===== src/rtl/msr_pkg.sv =====
// shared constants and types for the minimal string rotation block
// no dependencies
`timescale 1ns / 1ps

package msr_pkg;

  // default and largest supported string length
  localparam int unsigned MAX_LEN_DEF = 64;

  // fixed field widths
  localparam int unsigned CHAR_W  = 8;
  localparam int unsigned START_W = 6;

  // outcome of one byte comparison
  typedef struct packed {
    logic differ;  // bytes are not equal
    logic lt;      // first byte below second
  } cmp_res_t;

endpackage


===== src/rtl/min_string_rotation_unit.sv =====
// sequence: bytes are stored while in S_LOAD; after the last byte the search steps
//   through S_CRD and S_CCMP per byte pair, then emission through S_ERD and S_EOUT
// throughput: one string per load + search + emission; the block is busy meanwhile
// rate is set by the single shared byte comparator and the registered memory reads
// reset: synchronous, active low; clears control state and byte count, memory
//   contents stay undefined
// top level of the minimal string rotation block
// depends on msr_pkg, msr_store, msr_cmp
`timescale 1ns / 1ps

module min_string_rotation_unit #(
  parameter int unsigned MAX_LEN = msr_pkg::MAX_LEN_DEF
) (
  input  logic                          clk,
  input  logic                          rst_n,
  // request input
  input  logic                          in_valid,
  output logic                          in_ready,
  input  logic [msr_pkg::CHAR_W-1:0]    in_char_in,
  input  logic                          in_is_last,
  // result output
  output logic                          out_valid,
  input  logic                          out_ready,
  output logic [msr_pkg::CHAR_W-1:0]    out_char_out,
  output logic [msr_pkg::START_W-1:0]   out_rotation_start,
  output logic                          out_end_of_run
);

  localparam int unsigned AW = $clog2(MAX_LEN);      // memory index width
  localparam int unsigned CW = $clog2(MAX_LEN + 1);  // count width, holds MAX_LEN

  // sequencer states
  typedef enum logic [2:0] {
    S_LOAD,   // taking bytes of the string
    S_CRD,    // compare: memory read in flight
    S_CCMP,   // compare: evaluate one byte pair
    S_ERD,    // emit: memory read in flight
    S_EOUT    // emit: move byte into output register
  } state_t;

  state_t                     state_r, state_nxt;
  logic [CW-1:0]              cnt_r, cnt_nxt;     // bytes stored, string length later
  logic [AW-1:0]              cand_r, cand_nxt;   // candidate start index
  logic [AW-1:0]              best_r, best_nxt;   // best start so far
  logic [AW-1:0]              ia_r, ia_nxt;       // walk index of candidate (or emit)
  logic [AW-1:0]              ib_r, ib_nxt;       // walk index of best
  logic [CW-1:0]              k_r, k_nxt;         // bytes compared or emitted

  logic                       out_valid_r, out_valid_nxt;
  logic [msr_pkg::CHAR_W-1:0] out_char_r, out_char_nxt;
  logic [AW-1:0]              out_start_r, out_start_nxt;
  logic                       out_last_r, out_last_nxt;

  logic                       mem_we;
  logic [msr_pkg::CHAR_W-1:0] rd_a, rd_b;
  msr_pkg::cmp_res_t          cmp;

  // helper values; the index sums are widened to count width
  logic                       in_acc;
  logic                       has_room;
  logic [CW-1:0]              len_w;
  logic [CW-1:0]              k_inc;
  logic [CW-1:0]              cand_inc;
  logic [CW-1:0]              ia_inc;
  logic [CW-1:0]              ib_inc;

  assign in_ready = (state_r == S_LOAD);
  assign in_acc   = in_valid & in_ready;
  assign has_room = (cnt_r < CW'(MAX_LEN));
  assign mem_we   = in_acc & has_room;
  // length including this byte; surplus bytes are dropped
  assign len_w    = has_room ? (cnt_r + CW'(1)) : cnt_r;
  assign k_inc    = k_r + CW'(1);
  assign cand_inc = CW'(cand_r) + CW'(1);
  assign ia_inc   = CW'(ia_r) + CW'(1);
  assign ib_inc   = CW'(ib_r) + CW'(1);

  msr_store #(
    .DEPTH (MAX_LEN),
    .AW    (AW)
  ) u_store (
    .clk     (clk),
    .we      (mem_we),
    .waddr   (cnt_r[AW-1:0]),
    .wdata   (in_char_in),
    .raddr_a (ia_r),
    .raddr_b (ib_r),
    .rdata_a (rd_a),
    .rdata_b (rd_b)
  );

  msr_cmp u_cmp (
    .byte_a (rd_a),
    .byte_b (rd_b),
    .res    (cmp)
  );

  always_comb begin
    logic          cand_wins;
    logic          cand_done;
    logic [AW-1:0] best_new;

    state_nxt     = state_r;
    cnt_nxt       = cnt_r;
    cand_nxt      = cand_r;
    best_nxt      = best_r;
    ia_nxt        = ia_r;
    ib_nxt        = ib_r;
    k_nxt         = k_r;
    out_char_nxt  = out_char_r;
    out_start_nxt = out_start_r;
    out_last_nxt  = out_last_r;
    // output register drains when taken
    out_valid_nxt = out_valid_r & ~out_ready;

    cand_wins = 1'b0;
    cand_done = 1'b0;
    best_new  = best_r;

    unique case (state_r)
      S_LOAD: begin
        if (in_acc) begin
          cnt_nxt = len_w;
          if (in_is_last) begin
            best_nxt = '0;
            k_nxt    = '0;
            if (len_w == CW'(1)) begin
              // single byte: nothing to search
              ia_nxt    = '0;
              state_nxt = S_ERD;
            end else begin
              cand_nxt  = AW'(1);
              ia_nxt    = AW'(1);
              ib_nxt    = '0;
              state_nxt = S_CRD;
            end
          end
        end
      end

      S_CRD: begin
        state_nxt = S_CCMP;
      end

      S_CCMP: begin
        if (cmp.differ) begin
          cand_done = 1'b1;
          cand_wins = cmp.lt;
        end else if (k_inc == cnt_r) begin
          // whole rotations equal: larger start wins the tie
          cand_done = 1'b1;
          cand_wins = 1'b1;
        end else begin
          k_nxt     = k_inc;
          ia_nxt    = (ia_inc >= cnt_r) ? '0 : ia_inc[AW-1:0];
          ib_nxt    = (ib_inc >= cnt_r) ? '0 : ib_inc[AW-1:0];
          state_nxt = S_CRD;
        end

        if (cand_done) begin
          best_new = cand_wins ? cand_r : best_r;
          best_nxt = best_new;
          k_nxt    = '0;
          if (cand_inc == cnt_r) begin
            // search over, emit from the best start
            ia_nxt    = best_new;
            state_nxt = S_ERD;
          end else begin
            cand_nxt  = cand_inc[AW-1:0];
            ia_nxt    = cand_inc[AW-1:0];
            ib_nxt    = best_new;
            state_nxt = S_CRD;
          end
        end
      end

      S_ERD: begin
        state_nxt = S_EOUT;
      end

      S_EOUT: begin
        // wait for a free output register
        if (!out_valid_r || out_ready) begin
          out_valid_nxt = 1'b1;
          out_char_nxt  = rd_a;
          out_start_nxt = best_r;
          out_last_nxt  = (k_inc == cnt_r);
          if (k_inc == cnt_r) begin
            cnt_nxt   = '0;
            state_nxt = S_LOAD;
          end else begin
            k_nxt     = k_inc;
            ia_nxt    = (ia_inc >= cnt_r) ? '0 : ia_inc[AW-1:0];
            state_nxt = S_ERD;
          end
        end
      end

      default: begin
        state_nxt = S_LOAD;
      end
    endcase
  end

  always_ff @(posedge clk) begin
    if (!rst_n) begin
      state_r     <= S_LOAD;
      cnt_r       <= '0;
      out_valid_r <= 1'b0;
    end else begin
      state_r     <= state_nxt;
      cnt_r       <= cnt_nxt;
      out_valid_r <= out_valid_nxt;
    end
  end

  // datapath registers, no reset needed
  always_ff @(posedge clk) begin
    cand_r      <= cand_nxt;
    best_r      <= best_nxt;
    ia_r        <= ia_nxt;
    ib_r        <= ib_nxt;
    k_r         <= k_nxt;
    out_char_r  <= out_char_nxt;
    out_start_r <= out_start_nxt;
    out_last_r  <= out_last_nxt;
  end

  assign out_valid          = out_valid_r;
  assign out_char_out       = out_char_r;
  assign out_rotation_start = msr_pkg::START_W'(out_start_r);
  assign out_end_of_run     = out_last_r;

endmodule


===== src/rtl/msr_store.sv =====
// character memory: one write port, two registered read ports
// depends on msr_pkg
`timescale 1ns / 1ps

module msr_store #(
  parameter int unsigned DEPTH = msr_pkg::MAX_LEN_DEF,
  parameter int unsigned AW    = $clog2(msr_pkg::MAX_LEN_DEF)
) (
  input  logic                        clk,
  input  logic                        we,
  input  logic [AW-1:0]               waddr,
  input  logic [msr_pkg::CHAR_W-1:0]  wdata,
  input  logic [AW-1:0]               raddr_a,
  input  logic [AW-1:0]               raddr_b,
  output logic [msr_pkg::CHAR_W-1:0]  rdata_a,
  output logic [msr_pkg::CHAR_W-1:0]  rdata_b
);

  logic [msr_pkg::CHAR_W-1:0] mem [DEPTH];

  always_ff @(posedge clk) begin
    if (we) begin
      mem[waddr] <= wdata;
    end
  end

  always_ff @(posedge clk) begin
    rdata_a <= mem[raddr_a];
    rdata_b <= mem[raddr_b];
  end

endmodule


===== src/rtl/msr_cmp.sv =====
// shared byte comparator used for every step of the rotation search
// depends on msr_pkg
`timescale 1ns / 1ps

module msr_cmp (
  input  logic [msr_pkg::CHAR_W-1:0] byte_a,
  input  logic [msr_pkg::CHAR_W-1:0] byte_b,
  output msr_pkg::cmp_res_t          res
);

  // unsigned compare of the two bytes
  assign res.differ = (byte_a != byte_b);
  assign res.lt     = (byte_a < byte_b);

endmodule

===== config.mk =====
export PLATFORM = sky130hd
export DESIGN_NAME = min_string_rotation_unit
export DESIGN_NICKNAME = d
export VERILOG_FILES = /design/src/rtl/msr_pkg.sv /design/src/rtl/min_string_rotation_unit.sv /design/src/rtl/msr_store.sv /design/src/rtl/msr_cmp.sv
export SDC_FILE = /design/constraint.sdc
export NUM_CORES = 1
export LEC_CHECK = 0
export BUFFER_PORTS_ARGS = -buffer_cell sky130_fd_sc_hd__buf_2
export CORE_MARGIN = 2
export CORE_UTILIZATION = 70
export CTS_BUF_LIST = sky130_fd_sc_hd__clkbuf_4
export DETAILED_ROUTE_END_ITERATION = 12
export GPL_ROUTABILITY_DRIVEN = 0
export PLACE_DENSITY_LB_ADDON = 0.05
export SLEW_MARGIN = 10
export SYNTH_ARGS = -nofsm -noshare
export SYNTH_HDL_FRONTEND = slang
export SYNTH_SLANG_ARGS = --single-unit

===== constraint.sdc =====
create_clock -name clk -period 9.6 [get_ports clk]
set_clock_uncertainty 0.05 [all_clocks]
set_input_delay 0.96 -clock clk [delete_from_list [all_inputs] [get_ports clk]]
set_output_delay 0.96 -clock clk [all_outputs]
set_load 0.05 [all_outputs]

# == Word-level counts from Yosys, hierarchy flattened ==
# Memory sizes are Yosys's and may differ from the RTL's. A register that Yosys moved wholly into a read port is not among the register bits.
# Index checks and enable logic that the tools add are counted.
# Widths: inputs -> output; s select.
# totals
register_bits,57
latchBits,0
mem_bits_rw,512
romBits,0
in_bits,13
mem_count,1
# op_classes
n_addsub,5
multipliers,0
n_div,0
n_lt_le_gt_ge,4
eq_ne,17
shifts,0
mux,61
bitwise,4
reduce_logical,13
# mem_list
memory,words,width,read_ports,rd_ports_with_merged_regs,wr,line_no,source
u_store.mem,64,8,2,2,1,msr_store.sv:19,logic [msr_pkg::CHAR_W-1:0] mem [DEPTH];
# op_table
operator,n
$mux 6,25
$mux 7,10
$pmux 6 s2,3
$add 6x1->7 const B,3
$pmux 7 s3,1
$mux 3,6
$pmux 6 s3,1
$pmux 3 s5,1
$add 7x1->7 const B,2
$eq 7x7->1,2
$ge 7x7->1,2
$pmux 7 s2,1
$reduce_and 4->1,3
$mux 1,10
$ne 2x2->1 const B,5
$reduce_and 5->1,2
$lt 8x8->1,1
$ne 8x8->1,1
$eq 7x1->1 const B,1
$lt 7x7->1 const B,1
$eq 3x2->1 const B,2
$mux 2,3
$ne 3x3->1 const B,2
$reduce_and 6->1,1
other kinds (11),15

# == Logic depth before layout (Yosys ltp) ==
# depth
depth_word,9
ltp_mapped,12
ltp_nobuf,9

# == By module ==
# Synthesis repeated with hierarchy kept, for this count alone.
# unflattened
cells_unflattened,1624
area_unflattened_um2,28294.6
# modules_own_cells
module,instances,cells_per_inst,area_per_inst_um2,seq_area_each_um2
msr_store,1,1211,24269.5,15695.1
min_string_rotation_unit,1,386,3812.4,1601.5
msr_cmp,1,27,212.7,0.0

# == Worst setup path after synthesis ==
# OpenSTA, ideal clock, no wires.
# synth_timing
path_type,flip-flop to flip-flop
start,reg state_r[0]
end,mem u_store.mem[63][0] in the netlist's numbering (enable)
setup_time_ns,0.371
t_arrival_ns,3.073
path_slack_ns,6.107
path_stages_with_launch,7
path_buffers,1
period_less_slack_ns,3.493
cell_sequence,dfxtp_1 clkbuf_1 nor3_1 nand2_1 nor3b_1 nand3_1 nor2_1
# synth_via
elab_chain_cells,5
# synth_lines
item,line_no,source
"start, declared",min_string_rotation_unit.sv:41,"state_t state_r, state_nxt;"
"start signal, assigned",min_string_rotation_unit.sv:211,state_r <= state_nxt;
$logic_not 3->1,min_string_rotation_unit.sv:67,assign in_ready = (state_r == S_LOAD);
via in_ready,min_string_rotation_unit.sv:18,"output logic in_ready,"
$and 1x1->1,min_string_rotation_unit.sv:68,assign in_acc = in_valid & in_ready;
$and 1x1->1,min_string_rotation_unit.sv:70,assign mem_we = in_acc & has_room;
$mux 1,msr_store.sv:22,if (we) begin
$mux 1 (not written as such),msr_store.sv:23,mem[waddr] <= wdata;
"end, declared",msr_store.sv:19,
# The timed path passes the listed nets, and every way through them passes these cells.

# == Worst setup path in the final report ==
# layout_timing
start,reg k_r[0]
end,reg ia_r[0] (data pin)
# layout_via
elab_chain_cells,9
word_cells_on_any_way,14
# layout_lines
item,line_no,source
"start, declared",min_string_rotation_unit.sv:47,"logic [CW-1:0] k_r, k_nxt;"
"start signal, assigned",min_string_rotation_unit.sv:223,k_r <= k_nxt;
$add 7x1->7 (*),min_string_rotation_unit.sv:73,assign k_inc = k_r + CW'(1);
$eq 7x7->1 (*),min_string_rotation_unit.sv:149,end else if (k_inc == cnt_r) begin
$mux 1,min_string_rotation_unit.sv:149,
$mux 1,min_string_rotation_unit.sv:146,if (cmp.differ) begin
$mux 1,min_string_rotation_unit.sv:120,unique case (state_r)
$mux 6,min_string_rotation_unit.sv:161,best_new = cand_wins ? cand_r : best_r;
$mux 6,min_string_rotation_unit.sv:164,if (cand_inc == cnt_r) begin
$mux 6,min_string_rotation_unit.sv:160,if (cand_done) begin
$pmux 6 s3 (*),min_string_rotation_unit.sv:120,
via ia_nxt[0],min_string_rotation_unit.sv:45,"logic [AW-1:0] ia_r, ia_nxt;"
"end signal, assigned",min_string_rotation_unit.sv:221,ia_r <= ia_nxt;
"end, declared",min_string_rotation_unit.sv:45,
# The timed path passes the listed nets; every way through them passes the cells marked *. The select of a mux whose other input is x is not followed.
# A chain may end at the register's enable or synchronous reset.

==> results.rst <==
.. list-table::
   :header-rows: 1

   * - Metric
     - Value
   * - Clock tree from TritonCTS
     - yes
   * - Count of H-tree levels built during CTS
     - 4
   * - Die X-Extent
     - 205 um
   * - Setup tns final
     - 0 ns
   * - Via Count
     - 17729
   * - Most used cells in the layout excluding fill and tap cells
     - sky130_fd_sc_hd__edfxtp_1 (558), sky130_fd_sc_hd__mux4_2 (240), sky130_fd_sc_hd__clkbuf_4 (204)
   * - Power spent charging and discharging nets
     - slightly above 0.002 W
   * - Time the final worst path needs with I/O delays and setup
     - roughly 4.1 ns
   * - Slowest cell delay on critical path
     - a little over 0.9 ns
   * - Most numerous cell on the critical path
     - sky130_fd_sc_hd__o221ai_1
   * - Worst min-delay path endpoint
     - cnt_r[0]
   * - Worst setup EP type
     - register
   * - Worst hold path type
     - in -> reg
   * - Die Span Y
     - 205 um
   * - Core Region
     - about 40000 um^2
   * - WL met1
     - around 27000 um
   * - Power share of the clock group
     - a little under a third
   * - Max-slew violation count
     - 0
   * - Top Metal Used
     - met5
   * - Overall Power
     - between 0.006 and 0.007 W
   * - Power Density
     - around 220 nW/um^2
   * - Number of max-cap violations
     - 0
   * - Mean post-synth cell area
     - between 15 and 20 um^2
   * - Startpoint Class
     - register
   * - Post-synth cell types
     - 63
   * - Arrival time at the worst endpoint
     - 4.72 ns
   * - Buffers on Ports
     - 29
   * - Total Routed Length
     - between 70000 and 80000 um
   * - Static Leakage
     - about 10 nW
   * - Clock Tree Buf Depth
     - 3
   * - Initial antenna violation count
     - 5
   * - Net count reported at finish
     - 1816
   * - Power share of the sequential group
     - 44.3%
   * - Total stage count of the critical path
     - 9
   * - Switching Fraction
     - 30.0%
   * - Number of primary I/O pins
     - 30
   * - TritonCTS Buffers
     - about 150
   * - Post-Syn Nets
     - between 1500 and 2000
   * - Post-DRT Antenna Nets
     - 0
   * - Overflow left after global routing
     - 0
   * - Count of yosys warnings during synthesis
     - 0
   * - DR WL met3
     - roughly 10000 um
   * - Finished Core Util
     - about three quarters
   * - Dominant register cell in the synthesized netlist
     - sky130_fd_sc_hd__edfxtp_1
   * - Internal power
     - 0.00471 W
   * - Via count of the first global-routing pass
     - around 18000
   * - Wire length of the first global-routing pass
     - between 100000 and 150000 um
   * - Initial drt markers
     - between 2000 and 3000
   * - Post-synthesis sequential area ratio
     - ~61%
   * - Synthesis-to-finish area growth
     - 8.09%
   * - Total of flip-flops plus latches after synthesis
     - between 500 and 600
   * - Ratio of final minimum period to clock period
     - a little over two fifths
   * - Die area
     - between 40000 and 50000 um^2
   * - Fin. Hold Viols
     - 0
   * - Maximum operating frequency
     - around 240 MHz
   * - Critical hold path startpoint
     - rst_n
   * - Register clock-pin slew on the reported worst setup and hold paths
     - 0.06 ns
   * - Ratio of cells with drive above 1 in the final layout
     - 29.2%
   * - Syn Inst Count
     - 1704
   * - Number of flops mapped to enable cells by yosys
     - about 560
   * - Beginning of the worst register-to-register path
     - k_r[0]
   * - Slew margin rel.
     - between 10% and 20%
   * - Average vias per placed instance
     - ~7.4
   * - Maximum ir drop on the vdd rail
     - 0.203 mV
   * - Drc violations
     - 0
   * - RR Endpoint
     - ia_r[0]
   * - Most frequent standard cell in the layout excluding fill and tap cells
     - sky130_fd_sc_hd__edfxtp_1
   * - Critical Path Fanout Max
     - 22
   * - Number of search-and-repair iterations in the first detailed-routing pass
     - 8
   * - Post-detail-place hpwl
     - around 46000 um
   * - Number of clock sinks
     - ~600
   * - Gates resized, CTS repair
     - 0
   * - WL per Instance
     - 31.0 um
   * - Ys async rst share
     - 0%
   * - Number of hold-repair buffers added at the cts stage
     - 0
   * - Fill cells
     - between 2000 and 2500
   * - Starting density of the core
     - a little under three quarters
   * - Status
     - finished, final reports clean
   * - Largest net degree at the start of global routing
     - 145
   * - RSZ-0062 raised after global routing
     - no
   * - Total number of placement rows
     - 73
   * - FF-to-FF setup slack
     - 5.49 ns
   * - Global-route total usage across every layer
     - around 37%
   * - Non-filler cells in the finished layout
     - between 2000 and 2500
   * - Post-route standard cell area excluding fillers
     - a little over 30000 um^2
   * - Total buffers and inverters traversed by the critical path
     - 1
   * - Hold-critical path depth
     - 2
   * - CP delay by family, top
     - compound AO/OA/AOI/OAI gates
   * - CTS Root Cell
     - sky130_fd_sc_hd__clkbuf_4
   * - Worst-case reg-to-reg path depth
     - 9
   * - Comb power frac
     - roughly a quarter
   * - Number of failing setup endpoints in the final timing report
     - 0
   * - Cell type of the slowest stage on the worst timing path
     - sky130_fd_sc_hd__a21oi_1
   * - Met2 Routed Length
     - 34800 um
   * - Critical path class
     - reg -> reg
   * - Dpl cell area
     - about 29000 um^2
   * - Worst-path cell chain
     - ha_1, o21ba_1, a221oi_1, o221ai_1, a21o_1, inv_1, nor2_1, a21oi_1, o221ai_1
   * - Netlist area before placement
     - approximately 28000 um^2
   * - Transition time at the pin with the least slew margin
     - roughly 1.3 ns
   * - Later-pin clock latency in the skew report
     - 0.97 ns
   * - Data required time at the worst endpoint
     - a little over 10 ns
   * - Placed Cells
     - 2152
   * - Setup Fix Bufs, Post-CTS
     - 0
layout make-up:
class / count / area (um^2) / area share [%]
diodes: 2 / 5.00 / 0.0163
well taps: 525 / 657 / 2.14
repair buffers: 46 / 285 / 0.931
clock inverters: 52 / 330 / 1.08
clock buffers: 204 / 1530 / 5.00
inverters: 28 / 105 / 0.343
multi-input cells: 968 / 10400 / 34.0
flip-flops and latches: 585 / 17300 / 56.5
power by group through the flow:
stage | logic, W | clock network (W) | registers (W)
floorplan | 0.00119 | 0 | 0.00296
global placement | 0.00158 | 0 | 0.00303
detailed placement | 0.00160 | 0 | 0.00303
CTS | 0.00161 | 0.00214 | 0.00298
global route | 0.00173 | 0.00226 | 0.00299
finish | 0.00163 | 0.00212 | 0.00298
sequential cells by signal, summed over array words and instances, names as in the netlist, 3 cells and up:
register,count
ib_r,6
u_store.mem,512
out_char_out,8
best_r,6
u_store.rdata_b,8
cand_r,6
cnt_r,7
ia_r,6
out_rotation_start,6
state_r,3
k_r,7
u_store.rdata_a,8
synth_stat cells (all sizes together), types with 2 or more instances:
cell	instances	area (um^2)
edfxtp	558	16800
mux4	240	5410
mux2i	106	1060
nor2	99	372
a21oi	92	464
nand2	69	259
clkbuf	68	255
buf	55	267
o21ai	48	240
o22ai	37	231
mux2	35	398
o221ai	34	298
dfxtp	27	541
ha	27	338
inv	27	101
nand3	22	110
xnor2	13	114
o21a	12	90.1
nand2b	11	68.8
xor2	11	96.3
nor3	10	50.1
a21boi	8	60.1
a31oi	8	50.1
a21o	7	52.6
a311oi	7	61.3
and2	7	43.8
a211oi	6	50.1
nand4	6	37.5
and3	5	36.3
o2111a	5	56.3
nor2b	4	25.0
o32ai	4	35.0
or2	4	25.0
nor3b	3	22.5
or3	3	18.8
a211o	2	17.5
a221oi	2	17.5
a22oi	2	15.0
nor4	2	12.5
o211ai	2	15.0
o221a	2	22.5
xnor3	2	45.0
how the worst max path moves through the flow:
| stage | startpoint | end | slack (ns) |
|---|---|---|---|
| global placement | ib_r[0] | u_store.rdata_b[1] | 5.58 |
| global route | k_r[0] | ia_r[0] | 5.24 |
| detailed placement | ib_r[0] | u_store.rdata_b[7] | 5.53 |
| CTS | ib_r[0] | u_store.rdata_b[7] | 5.52 |
| floorplan | state_r[0] | u_store.mem[63][0] | 6.11 |
| finish | k_r[0] | ia_r[0] | 5.49 |
per-stage QoR:
step                worst slack [ns]  hold WS, ns
floorplan                       6.11        0.358
global placement                5.58        0.422
finish                          5.49        0.278
detailed placement              5.53        0.405
global route                    5.24        0.248
CTS                             5.52        0.195
kinds of logic (layout without fill, tap and decap cells):
group           count (synthesis)  after routing  synth area share [%]
xor+xnor                       26             26                 0.901
buf+inv                       151            330                  2.21
compound gates                285            285                  6.50
simple gates                  249            249                  3.93
fa+ha+maj                      27             27                  1.19
flops                         585            585                  61.0
other cells                     0              2                     0
mux                           381            381                  24.2
routing by layer:
layer	up-vias	global-route usage [%]
met5	-	0
met1	8824	51.9
met2	1422	55.4
met4	4	16.7
met3	190	11.4
li1	7289	-
worst reg2reg max path, stage by stage, from the launching register on:
cell and delay, ns:
sky130_fd_sc_hd__edfxtp_1 0.46, sky130_fd_sc_hd__ha_1 0.31, sky130_fd_sc_hd__o21ba_1 0.20, sky130_fd_sc_hd__a221oi_1 0.29, sky130_fd_sc_hd__o221ai_1 0.21, sky130_fd_sc_hd__a21o_1 0.49
sky130_fd_sc_hd__inv_1 0.52, sky130_fd_sc_hd__nor2_1 0.17, sky130_fd_sc_hd__a21oi_1 0.91, sky130_fd_sc_hd__o221ai_1 0.19
Power figures use the tool's default switching activity.
